<file path="src/slac_pkg.sv">
// Shared types and constants for the scan list ADC calibrator.
package slac_pkg;

   localparam int RAW_W    = 16;
   localparam int POS_W    = 4;
   localparam int CHAN_W   = 4;
   localparam int RANGE_W  = 2;
   localparam int INDEX_W  = 32;
   localparam int CSR_IDX_W  = 3;
   localparam int CSR_DATA_W = 64;
   localparam int RANGES_W   = 48;
   localparam int NUM_RANGES = 4;

   // Reset contents of the configuration registers.
   localparam logic [RANGES_W-1:0]   RANGES_RESET   = 48'h8000_0000_0000;
   localparam logic [CSR_DATA_W-1:0] CHANNELS_RESET = 64'hFEDC_BA98_7654_3210;
   localparam logic [CSR_DATA_W-1:0] CAL_RESET      = 64'h4000_0000_0000_0000;

   // Largest corrected code.
   localparam logic [RAW_W-1:0] CODE_MAX = 16'hFFFF;

   typedef enum logic [CSR_IDX_W-1:0] {
      CSR_SCAN_RANGES   = 3'd0,
      CSR_SCAN_CHANNELS = 3'd1,
      CSR_RANGE0_CAL    = 3'd2,
      CSR_RANGE1_CAL    = 3'd3,
      CSR_RANGE2_CAL    = 3'd4,
      CSR_RANGE3_CAL    = 3'd5
   } csr_index_type;

   // One calibration row: unsigned Q2.30 slope and signed Q16.16 offset.
   typedef struct packed {
      logic [31:0]        slope;
      logic signed [31:0] offset;
   } cal_row_type;

endpackage

</file>
<file path="src/slac_ifs.sv">
// Channel interfaces of the scan list ADC calibrator.
interface slac_req_if;
   logic        valid;
   logic        ready;
   logic [15:0] raw_sample;
   logic        restart;

   modport source (output valid, raw_sample, restart, input ready);
   modport sink   (input valid, raw_sample, restart, output ready);
endinterface

interface slac_rsp_if;
   logic        valid;
   logic        ready;
   logic [15:0] corrected_sample;
   logic [3:0]  channel_number;
   logic [1:0]  range_code;
   logic [3:0]  entry_position;
   logic        end_of_scan;
   logic [31:0] sample_index;

   modport source (output valid, corrected_sample, channel_number, range_code,
                   entry_position, end_of_scan, sample_index, input ready);
   modport sink   (input valid, corrected_sample, channel_number, range_code,
                   entry_position, end_of_scan, sample_index, output ready);
endinterface

interface slac_csr_if;
   logic        valid;
   logic        ready;
   logic [2:0]  index;
   logic [63:0] data;

   modport source (output valid, index, data, input ready);
   modport sink   (input valid, index, data, output ready);
endinterface

</file>
<file path="src/scan_list_adc_calibrator.sv">
// Top level of the scan list ADC calibrator: scan list walk, calibration pipeline, registers.
//
//  Channel | Dir | Fields                                         | Word accepted when
//  --------+-----+------------------------------------------------+--------------------
//  req_ch  | in  | raw_sample, restart                            | valid && ready
//  rsp_ch  | out | corrected_sample, channel_number, range_code,  | valid && ready
//          |     | entry_position, end_of_scan, sample_index      |
//  csr_ch  | in  | index, data                                    | valid && ready
//
// Every input word yields one output word through the lookup register and the output register,
// and a new word is taken every cycle while rsp_ch.ready is high: the lookup register feeds
// the single 16x32 multiply-add, rounding and clamp in front of the output register.
// Reset restores the default scan list and calibration rows and clears the position,
// the sample counter and both pipeline stages.
// When rsp_ch.ready is low the output word holds; an empty lookup stage still fills,
// so at most one more input word is taken before req_ch.ready drops.
// The register port is always ready; writes to unused indexes are dropped.
module scan_list_adc_calibrator #(
   parameter int SCAN_ENTRIES = 16
) (
   input  logic       clock,
   input  logic       reset,
   slac_req_if.sink   req_ch,
   slac_rsp_if.source rsp_ch,
   slac_csr_if.sink   csr_ch
);

   localparam logic [slac_pkg::POS_W-1:0] LAST_ENTRY = slac_pkg::POS_W'(SCAN_ENTRIES - 1);

   // Configuration registers.
   logic [slac_pkg::RANGES_W-1:0]   ranges_ff, ranges_in;
   logic [slac_pkg::CSR_DATA_W-1:0] channels_ff, channels_in;
   slac_pkg::cal_row_type           cal_ff [slac_pkg::NUM_RANGES];
   slac_pkg::cal_row_type           cal_in [slac_pkg::NUM_RANGES];

   // Scan state.
   logic [slac_pkg::POS_W-1:0]   scan_pos_ff, scan_pos_in;
   logic [slac_pkg::INDEX_W-1:0] sample_cnt_ff, sample_cnt_in;

   // Lookup stage.
   logic                           s1_valid_ff, s1_valid_in;
   logic [slac_pkg::RAW_W-1:0]     s1_raw_ff, s1_raw_in;
   slac_pkg::cal_row_type          s1_cal_ff, s1_cal_in;
   logic [slac_pkg::CHAN_W-1:0]    s1_chan_ff, s1_chan_in;
   logic [slac_pkg::RANGE_W-1:0]   s1_range_ff, s1_range_in;
   logic [slac_pkg::POS_W-1:0]     s1_pos_ff, s1_pos_in;
   logic                           s1_wrap_ff, s1_wrap_in;
   logic [slac_pkg::INDEX_W-1:0]   s1_index_ff, s1_index_in;

   // Output stage.
   logic                           out_valid_ff, out_valid_in;
   logic [slac_pkg::RAW_W-1:0]     out_corr_ff, out_corr_in;
   logic [slac_pkg::CHAN_W-1:0]    out_chan_ff, out_chan_in;
   logic [slac_pkg::RANGE_W-1:0]   out_range_ff, out_range_in;
   logic [slac_pkg::POS_W-1:0]     out_pos_ff, out_pos_in;
   logic                           out_wrap_ff, out_wrap_in;
   logic [slac_pkg::INDEX_W-1:0]   out_index_ff, out_index_in;

   logic                          req_accept;
   logic                          out_advance;
   logic                          s1_advance;
   logic [slac_pkg::POS_W-1:0]    pos;
   logic [slac_pkg::INDEX_W-1:0]  index;
   logic [5:0]                    desc_sel;
   logic [5:0]                    chan_sel;
   logic [2:0]                    desc;
   logic                          wrap;
   logic [slac_pkg::RAW_W-1:0]    corrected;

   // The output register moves when it is empty or being drained; the lookup
   // stage moves when the output register can take its word.
   assign out_advance  = !out_valid_ff || rsp_ch.ready;
   assign s1_advance   = !s1_valid_ff || out_advance;
   assign req_ch.ready = s1_advance;
   assign req_accept   = req_ch.valid && req_ch.ready;
   assign csr_ch.ready = 1'b1;

   // A restart word uses entry zero and index zero itself.
   assign pos   = req_ch.restart ? '0 : scan_pos_ff;
   assign index = req_ch.restart ? '0 : sample_cnt_ff;

   // Entry fields: three bits per entry in the range word, four in the channel word.
   assign desc_sel = 6'({pos, 1'b0}) + 6'(pos);
   assign chan_sel = 6'({pos, 2'b00});
   assign desc     = ranges_ff[desc_sel +: 3];
   assign wrap     = desc[2] || (pos >= LAST_ENTRY);

   always_comb begin
      s1_raw_in   = req_ch.raw_sample;
      s1_range_in = desc[1:0];
      s1_cal_in   = cal_ff[desc[1:0]];
      s1_chan_in  = channels_ff[chan_sel +: 4];
      s1_pos_in   = pos;
      s1_wrap_in  = wrap;
      s1_index_in = index;
      s1_valid_in = s1_valid_ff;
      scan_pos_in   = scan_pos_ff;
      sample_cnt_in = sample_cnt_ff;
      if (s1_advance) begin
         s1_valid_in = req_ch.valid;
      end
      if (req_accept) begin
         scan_pos_in   = wrap ? '0 : pos + 1'b1;
         sample_cnt_in = index + 1'b1;
      end
   end

   slac_calc u_calc (
      .raw_sample (s1_raw_ff),
      .cal        (s1_cal_ff),
      .corrected  (corrected)
   );

   always_comb begin
      out_valid_in = out_valid_ff;
      out_corr_in  = corrected;
      out_chan_in  = s1_chan_ff;
      out_range_in = s1_range_ff;
      out_pos_in   = s1_pos_ff;
      out_wrap_in  = s1_wrap_ff;
      out_index_in = s1_index_ff;
      if (out_advance) begin
         out_valid_in = s1_valid_ff;
      end
   end

   // Register writes must arrive only while no word is in flight; the block does not enforce it.
   always_comb begin
      ranges_in   = ranges_ff;
      channels_in = channels_ff;
      cal_in      = cal_ff;
      if (csr_ch.valid && csr_ch.ready) begin
         case (slac_pkg::csr_index_type'(csr_ch.index))
            slac_pkg::CSR_SCAN_RANGES:   ranges_in   = csr_ch.data[slac_pkg::RANGES_W-1:0];
            slac_pkg::CSR_SCAN_CHANNELS: channels_in = csr_ch.data;
            slac_pkg::CSR_RANGE0_CAL:    cal_in[0]   = csr_ch.data;
            slac_pkg::CSR_RANGE1_CAL:    cal_in[1]   = csr_ch.data;
            slac_pkg::CSR_RANGE2_CAL:    cal_in[2]   = csr_ch.data;
            slac_pkg::CSR_RANGE3_CAL:    cal_in[3]   = csr_ch.data;
            default: begin
            end
         endcase
      end
   end

   always_ff @(posedge clock) begin
      if (reset) begin
         ranges_ff     <= slac_pkg::RANGES_RESET;
         channels_ff   <= slac_pkg::CHANNELS_RESET;
         for (int i = 0; i < slac_pkg::NUM_RANGES; i++) begin
            cal_ff[i] <= slac_pkg::CAL_RESET;
         end
         scan_pos_ff   <= '0;
         sample_cnt_ff <= '0;
         s1_valid_ff   <= 1'b0;
         out_valid_ff  <= 1'b0;
      end else begin
         ranges_ff     <= ranges_in;
         channels_ff   <= channels_in;
         cal_ff        <= cal_in;
         scan_pos_ff   <= scan_pos_in;
         sample_cnt_ff <= sample_cnt_in;
         s1_valid_ff   <= s1_valid_in;
         out_valid_ff  <= out_valid_in;
      end
   end

   // Payload registers load whenever their stage moves.
   always_ff @(posedge clock) begin
      if (s1_advance) begin
         s1_raw_ff   <= s1_raw_in;
         s1_cal_ff   <= s1_cal_in;
         s1_chan_ff  <= s1_chan_in;
         s1_range_ff <= s1_range_in;
         s1_pos_ff   <= s1_pos_in;
         s1_wrap_ff  <= s1_wrap_in;
         s1_index_ff <= s1_index_in;
      end
      if (out_advance) begin
         out_corr_ff  <= out_corr_in;
         out_chan_ff  <= out_chan_in;
         out_range_ff <= out_range_in;
         out_pos_ff   <= out_pos_in;
         out_wrap_ff  <= out_wrap_in;
         out_index_ff <= out_index_in;
      end
   end

   assign rsp_ch.valid            = out_valid_ff;
   assign rsp_ch.corrected_sample = out_corr_ff;
   assign rsp_ch.channel_number   = out_chan_ff;
   assign rsp_ch.range_code       = out_range_ff;
   assign rsp_ch.entry_position   = out_pos_ff;
   assign rsp_ch.end_of_scan      = out_wrap_ff;
   assign rsp_ch.sample_index     = out_index_ff;

   // The position never runs past the last entry of the list.
   a_pos_in_list: assert property (@(posedge clock) disable iff (reset)
      scan_pos_ff <= LAST_ENTRY)
      else $error("scan position beyond the list");

   // A restart word starts at entry zero with index zero.
   a_restart: assert property (@(posedge clock) disable iff (reset)
      req_accept && req_ch.restart |=> s1_pos_ff == '0 && s1_index_ff == '0)
      else $error("restart word did not start a new scan");

   // The position after a word follows from the entry that word used.
   a_pos_step: assert property (@(posedge clock) disable iff (reset)
      req_accept |=> scan_pos_ff == (s1_wrap_ff ? '0 : s1_pos_ff + 1'b1))
      else $error("scan position stepped wrongly");

   // The sample counter runs one ahead of the word just taken.
   a_count_step: assert property (@(posedge clock) disable iff (reset)
      req_accept |=> sample_cnt_ff == s1_index_ff + 1'b1)
      else $error("sample counter stepped wrongly");

endmodule

</file>
<file path="src/slac_calc.sv">
// Gain and offset correction with round half to even and clamp to the code range.
module slac_calc (
   input  logic [slac_pkg::RAW_W-1:0] raw_sample,
   input  slac_pkg::cal_row_type      cal,
   output logic [slac_pkg::RAW_W-1:0] corrected
);

   logic [47:0]        product;
   logic signed [49:0] sum;
   logic [19:0]        whole;
   logic [29:0]        frac;
   logic               round_up;
   logic [19:0]        rounded;

   // Q.30 sum: the offset moves from 16 to 30 fraction bits.
   assign product = raw_sample * cal.slope;
   assign sum = $signed({2'b00, product})
              + $signed({{4{cal.offset[31]}}, cal.offset, 14'b0});

   assign whole = sum[49:30];
   assign frac  = sum[29:0];
   assign round_up = (frac > 30'h2000_0000) || ((frac == 30'h2000_0000) && whole[0]);
   assign rounded  = whole + 20'(round_up);

   always_comb begin
      if (sum[49]) begin
         corrected = '0;
      end else if (rounded > 20'(slac_pkg::CODE_MAX)) begin
         corrected = slac_pkg::CODE_MAX;
      end else begin
         corrected = rounded[15:0];
      end
   end

endmodule

</file>
<file path="src/flat_wrapper.sv">
// flat-port wrapper written by rule: the top's interface ports become plain ports
module scan_list_adc_calibrator_flat 
#(
   parameter int SCAN_ENTRIES = 16
)
  (clock, reset, req_ch_valid, req_ch_raw_sample, req_ch_restart, req_ch_ready, rsp_ch_valid, rsp_ch_corrected_sample, rsp_ch_channel_number, rsp_ch_range_code, rsp_ch_entry_position, rsp_ch_end_of_scan, rsp_ch_sample_index, rsp_ch_ready, csr_ch_valid, csr_ch_index, csr_ch_data, csr_ch_ready);
  slac_req_if req_ch_i ();
  slac_rsp_if rsp_ch_i ();
  slac_csr_if csr_ch_i ();
  input  logic clock;
  input  logic reset;
  input wire logic [$bits(req_ch_i.valid)-1:0] req_ch_valid;
  input wire logic [$bits(req_ch_i.raw_sample)-1:0] req_ch_raw_sample;
  input wire logic [$bits(req_ch_i.restart)-1:0] req_ch_restart;
  output wire logic [$bits(req_ch_i.ready)-1:0] req_ch_ready;
  output wire logic [$bits(rsp_ch_i.valid)-1:0] rsp_ch_valid;
  output wire logic [$bits(rsp_ch_i.corrected_sample)-1:0] rsp_ch_corrected_sample;
  output wire logic [$bits(rsp_ch_i.channel_number)-1:0] rsp_ch_channel_number;
  output wire logic [$bits(rsp_ch_i.range_code)-1:0] rsp_ch_range_code;
  output wire logic [$bits(rsp_ch_i.entry_position)-1:0] rsp_ch_entry_position;
  output wire logic [$bits(rsp_ch_i.end_of_scan)-1:0] rsp_ch_end_of_scan;
  output wire logic [$bits(rsp_ch_i.sample_index)-1:0] rsp_ch_sample_index;
  input wire logic [$bits(rsp_ch_i.ready)-1:0] rsp_ch_ready;
  input wire logic [$bits(csr_ch_i.valid)-1:0] csr_ch_valid;
  input wire logic [$bits(csr_ch_i.index)-1:0] csr_ch_index;
  input wire logic [$bits(csr_ch_i.data)-1:0] csr_ch_data;
  output wire logic [$bits(csr_ch_i.ready)-1:0] csr_ch_ready;
  assign req_ch_i.valid = req_ch_valid;
  assign req_ch_i.raw_sample = req_ch_raw_sample;
  assign req_ch_i.restart = req_ch_restart;
  assign req_ch_ready = req_ch_i.ready;
  assign rsp_ch_valid = rsp_ch_i.valid;
  assign rsp_ch_corrected_sample = rsp_ch_i.corrected_sample;
  assign rsp_ch_channel_number = rsp_ch_i.channel_number;
  assign rsp_ch_range_code = rsp_ch_i.range_code;
  assign rsp_ch_entry_position = rsp_ch_i.entry_position;
  assign rsp_ch_end_of_scan = rsp_ch_i.end_of_scan;
  assign rsp_ch_sample_index = rsp_ch_i.sample_index;
  assign rsp_ch_i.ready = rsp_ch_ready;
  assign csr_ch_i.valid = csr_ch_valid;
  assign csr_ch_i.index = csr_ch_index;
  assign csr_ch_i.data = csr_ch_data;
  assign csr_ch_ready = csr_ch_i.ready;
  scan_list_adc_calibrator #(.SCAN_ENTRIES(SCAN_ENTRIES)) u_core (.clock(clock), .reset(reset), .req_ch(req_ch_i), .rsp_ch(rsp_ch_i), .csr_ch(csr_ch_i));
endmodule
</file>
<file path="config.mk">
export PLATFORM = sky130hd
export DESIGN_NAME = scan_list_adc_calibrator_flat
export DESIGN_NICKNAME = d
export VERILOG_FILES = /design/src/slac_pkg.sv /design/src/slac_ifs.sv /design/src/scan_list_adc_calibrator.sv /design/src/slac_calc.sv /design/src/flat_wrapper.sv
export SDC_FILE = /design/constraint.sdc
export NUM_CORES = 2
export LEC_CHECK = 0
export BUFFER_PORTS_ARGS = -buffer_cell sky130_fd_sc_hd__clkbuf_2
export CAP_MARGIN = 20
export CORE_MARGIN = 10
export CORE_UTILIZATION = 50
export CTS_CLUSTER_SIZE = 40
export DETAILED_ROUTE_END_ITERATION = 10
export PLACE_DENSITY = 0.72
export SLEW_MARGIN = 10
export SYNTH_ARGS = -nofsm -noshare
export SYNTH_HDL_FRONTEND = slang
export SYNTH_HIERARCHICAL = 1
export SYNTH_SLANG_ARGS = --single-unit
</file>
<file path="constraint.sdc">
create_clock -name clock -period 12.91 [get_ports clock]
set_input_delay 2.582 -clock clock [delete_from_list [all_inputs] [get_ports clock]]
set_output_delay 2.582 -clock clock [all_outputs]
set_load 0.02 [all_outputs]
</file>
# [Word level (Yosys, flattened, before mapping)]
# Index checks and enable logic that the tools add are counted.
[op_classes] addsub=5 n_mul=1 n_lt_le_gt_ge=4 n_eq_ne=6 shift=2 mux=7 bitwise=1 n_reduce_logical=15
[op_table] operator="$bmux W64 S2" count=1
[op_table] operator="$mux W64" count=2
[op_table] operator="$shiftx A64 B7 Y4" count=1
[op_table] operator="$add A49 B46 Y50" count=1
[op_table] operator="$mul A16 B32 Y48" count=1
[op_table] operator="$shiftx A48 B7 Y3" count=1
[op_table] operator="$add A32 B1 Y32 const B" count=1
[op_table] operator="$mux W32" count=1
[op_table] operator="$eq A30 B30 Y1 const B" count=1
[op_table] operator="$gt A30 B30 Y1 const B" count=1
[op_table] operator="$add A20 B1 Y20" count=1
[op_table] operator="$gt A20 B16 Y1 const B" count=1
[op_table] operator="$mux W16" count=1
[op_table] operator="$reduce_and A2 Y1" count=6
[op_table] operator="$mux W4" count=2
[op_table] operator="$add A5 B4 Y6" count=1
[op_table] operator="$eq A3 B2 Y1 const B" count=2
[op_table] operator="$eq A3 B3 Y1 const B" count=2
[op_table] operator="$add A4 B1 Y4 const B" count=1
[op_table] operator="$ge A4 B4 Y1 const B" count=1
[op_table] operator="$logic_or A1 B1 Y1" count=4
[op_table] operator="$eq A3 B1 Y1 const B" count=1
[op_table] operator="$ge A3 B3 Y1 const B" count=1
[op_table] operator="$logic_not A3 Y1" count=1
[op_table] operator="3 further kinds" count=5
[totals] ff_bits=588 output_inout_bits=62 elab_cells=69

# [Longest topological paths before layout]
[logic_depth] ltp_word=8 mapped_depth=42 ltp_nobuf=38

# [Modules after synthesis]
# The synthesis kept the hierarchy.
[by_module_without_submodules] mod="scan_list_adc_calibrator" instances=1 cells_per_inst=2540 area_each_um2=24297.1 seq_area_each_um2=13593.0
[by_module_without_submodules] mod="slac_calc" instances=1 cells_per_inst=2231 area_each_um2=18764.2 seq_area_each_um2=0.0

# [Worst setup path before layout]
# Ideal clock, no wire load.
[synth_path] path_kind="register to register" startpoint="register u_core/s1_cal_ff[44] (netlist bit)" endpoint="register u_core.out_corr_ff (netlist bit u_core/rsp_ch.corrected_sample[10]), data pin" setup_ns=0.282 t_arrival_ns=8.996 required_time_ns=12.628 slack_ns=3.632 path_stages_with_launch=40 synth_period_minus_slack_ns=9.278 cell_sequence="edfxtp_1 > clkbuf_1 > nand2_1 > fa_1 > fa_1 > fa_1 > inv_1 > fa_1 > fa_1 > inv_1 > fa_1 > inv_1 > ha_1 > clkbuf_1 > a21oi_1 > o221ai_1 > a21o_1 > a32o_1 > (+4 left out) > nor2_1 > xnor2_1 > ha_1 > buf_2 > and3_1 > nand4_1 > o21ai_2 > a21o_1 > xor2_1 > nor4_1 > a31oi_1 > ha_1 > ha_1 > nand4_4 > nor4_4 > mux2i_2 > buf_6 > a31oi_2"
[synth_via] elab_chain_cells=8
[synth_lines] element="start, declared" line="scan_list_adc_calibrator.sv:43" text="slac_pkg::cal_row_type s1_cal_ff, s1_cal_in;"
[synth_lines] element="start signal, assigned" line="scan_list_adc_calibrator.sv:172" text="s1_cal_ff <= s1_cal_in;"
[synth_lines] element="$mul A16 B32 Y48 (*)" line="slac_calc.sv:16" text="assign product = raw_sample * cal.slope;"
[synth_lines] element="$add A49 B46 Y50 (*)" line="slac_calc.sv:18" text="+ $signed({{4{cal.offset[31]}}, cal.offset, 14'b0});"
[synth_lines] element="parallel branches: the longest is 6 deep, another holds $gt A30 B30 Y1"
[synth_lines] element="end signal, assigned" line="scan_list_adc_calibrator.sv:180" text="out_corr_ff <= out_corr_in;"
[synth_lines] element="end, declared" line="scan_list_adc_calibrator.sv:52" text="logic [slac_pkg::RAW_W-1:0] out_corr_ff, out_corr_in;"
# Every way passes the cells marked *.
# A chain may end at the register's enable or synchronous reset.

# [Worst setup path after layout]
[layout_path] startpoint="register u_core/s1_raw_ff[5] (netlist bit)" endpoint="register u_core.out_corr_ff (netlist bit u_core/rsp_ch.corrected_sample[1]), data pin"
[layout_via] elab_chain_cells=8
[layout_lines] element="start, declared" line="scan_list_adc_calibrator.sv:42" text="logic [slac_pkg::RAW_W-1:0] s1_raw_ff, s1_raw_in;"
[layout_lines] element="start signal, assigned" line="scan_list_adc_calibrator.sv:171" text="s1_raw_ff <= s1_raw_in;"
[layout_lines] element="$mul A16 B32 Y48 (*)" line="slac_calc.sv:16"
[layout_lines] element="$add A49 B46 Y50 (*)" line="slac_calc.sv:18"
[layout_lines] element="parallel branches: the longest is 6 deep, another holds $gt A30 B30 Y1"
# Marks and branches as above.

==> metrics.txt <==
buffer count from post-CTS setup fixing 0; pwr dens 123 mW/mm^2; fraction of registers with async set/reset 0%; CTS buffer count 66; DRT iter0 DRCs around 2,900; vias around 34,000; Tmin final 10.58 ns; critical path arrival ~11 ns; Synth Instances around 4,800; initial antenna violation count 5; RSZ-0062 raised after global routing no; crit path launch type flip-flop; pre-CTS setup slack 1.82 ns; Area Overhead vs Synth 8.43%; CTS resizes 0; leakage power between 20 and 25 nW; cell mode on critical path fa_1; Clock H-tree levels 3; Hold-fix buffers, CTS 0; most frequent cells in the layout nand2_1, inv_1, a21oi_1; FP Rows 107; gr ovfl total 0; worst-path fanout max 32; sequential-to-total area share from yosys stat between 30% and 40%; synthesized area 0.0431 sq mm; Initial Util approximately 50%; Final period util roughly 82%; clk sink count roughly 590; final hold vios 0; Clock Tree Root clkbuf_16; Avg Cell Area, Syn approximately 9.0 sq um; Ports ~150; nets@finish ~5,400; Req. time, crit path roughly 13 ns; Slew HR a little over a fifth; Die Y approximately 310 um; yosys warns 6; worst skew pair latency 0.64 ns; post-synth cell types around 110; gr usage total between 20% and 30%; GPL Wtd Cong ~0.91; EDFF count, synth 182; worst clock skew 0.0424 ns; final setup vio count 0; crit path max-delay cell type edfxtp_1; worst ir drop on vdd 0.142 mV; CP endpoint kind flip-flop; commonest non-fill, non-tap cell in the layout nand2_1; DRC 0; clock tree buffer depth 3; ys flop type dfxtp_1; min setup slack post-route ~2.3 ns; HPWL reported at the end of detailed placement 80.9 mm; share of cells above drive strength 1 8.21%; drt via density between 5 and 6; Max Fclk between 90 and 100 MHz; Hold Crit Class flip-flop to flip-flop; Reg clk slew, reported paths ~0.07 ns; status finished, final reports clean; drt first pass iters 5; first-pass GRT wire length between 150 and 200 mm; FF+latch count, synth around 590; routed len/inst slightly below 20 um; IO Port Bufs roughly 150; largest net degree at the start of global routing between 200 and 250; Fin Setup TNS 0 ns; Worst Setup Path Type flip-flop to flip-flop; post-synth net total about 5,400; max_cap viols 0; antenna-violating nets left 0; chip width 313 um; CTS tree yes; Slew @ Worst Pin 1.19 ns; highest cell delay on the worst timing path between 1 and 1.5 ns; vias in the first global route approximately 33,000; WL final 117 mm; die area approximately 0.1 sq mm; Design Power between 5 and 6 mW; Max Slew Vio Count 0; core area 0.0853 sq mm
[where the power goes]
group          total (mW)  switching [mW]  internal (mW)
Sequential           2.07          0.0732           1.99
Combinational        1.72            1.08          0.645
Clock                1.95           0.812           1.14
Total                5.74            1.96           3.78
[cell families (layout without fill, tap and decap cells)]
group	count (synthesis)	after routing	share of synthesized area, %
AND/OR/NAND/NOR	1743	1743	18.0
buffers and inverters	764	794	7.15
AO/OA/AOI/OAI	754	754	10.9
flip-flops	588	588	31.6
adder cells (fa/ha/maj)	579	579	24.1
multiplexers	241	241	6.13
XOR/XNOR	101	101	2.13
other	1	5	0.00871
[per-stage QoR]
step                      area (sq um)  instances  util (%)  hold slack (ns)
after floorplan                  43100       4771         -            0.400
after global placement           44300       5817      52.0            0.403
after detailed placement         44300       5817      52.0            0.405
after CTS                        46600       5939      54.6            0.403
after global routing             46700       5949      54.7            0.416
final                            46700       5949      54.7            0.410
[final timing paths]
kind | from | to | slack [ns] | depth (start not counted)
max | u_core/s1_raw_ff[5] | u_core/rsp_ch.corrected_sample[1] | 2.33 | 36
max reg2reg | u_core/s1_raw_ff[5] | u_core/rsp_ch.corrected_sample[1] | 2.33 | 36
min reg2reg | u_core/out_pos_in[1] | u_core/rsp_ch.entry_position[1] | 0.41 | 0
min | u_core/out_pos_in[1] | u_core/rsp_ch.entry_position[1] | 0.41 | 0
[Yosys cell counts, types with 19 or more instances]
| library cell | count | area (sq um) |
|---|---|---|
| fa_1 | 419 | 8390 |
| clkbuf_1 | 215 | 807 |
| nand2_1 | 1198 | 4500 |
| buf_6 | 21 | 236 |
| and2_1 | 189 | 1180 |
| o21ai_0 | 63 | 315 |
| dfxtp_1 | 406 | 8130 |
| edfxtp_1 | 182 | 5470 |
| ha_1 | 160 | 2000 |
| nor2_1 | 113 | 424 |
| mux2i_1 | 215 | 2150 |
| nand2b_1 | 21 | 131 |
| inv_1 | 480 | 1800 |
| xnor2_1 | 67 | 587 |
| nand3b_1 | 37 | 278 |
| buf_2 | 25 | 125 |
| a21oi_1 | 429 | 2150 |
| and3_1 | 21 | 131 |
| a21o_1 | 29 | 218 |
| nor2b_1 | 49 | 307 |
| xor2_1 | 31 | 272 |
| nand3_1 | 33 | 165 |
| o21ai_1 | 19 | 95.1 |
| o22ai_1 | 20 | 125 |
[per-layer routing]
metal	vias to the layer above	wire length [um]	global-route usage [%]
met5	-	20	0
met3	251	8260	3.59
met4	2	4310	9.09
met1	16600	47700	29.9
met2	1251	57000	39.3
li1	15500	-	-
[layout make-up]
class                           instances  area (sq um)
Fill cell                            7682         38600
Multi-Input combinational cell       3419         26500
Sequential cell                       588         13600
Clock buffer                           89          1840
Inverter                              487          1830
Tap cell                             1144          1430
Timing Repair Buffer                  185          1110
Clock inverter                         33           418
Antenna cell                            4          10.0
[critical path, delay by kind of cell, from the launching register on]
family,cells,cell delay [ns]
compound gates,11,2.54
mux,1,0.34
flops,1,1.04
xor+xnor,1,0.25
simple gates,8,1.49
buf+inv,5,0.45
fa+ha+maj,10,4.11
[state kept, by name, indices dropped and copies added, names as in the netlist, 16 cells and up]
signal and flops:
u_core/channels_ff 64, u_core/out_index_in 32, u_core/rsp_ch.corrected_sample 16, u_core/ranges_ff 48
u_core/rsp_ch.sample_index 32, u_core/sample_cnt_ff 32, u_core/s1_raw_ff 16, u_core/cal_ff 256
u_core/s1_cal_ff 64
(Power assumes the default switching activity.)
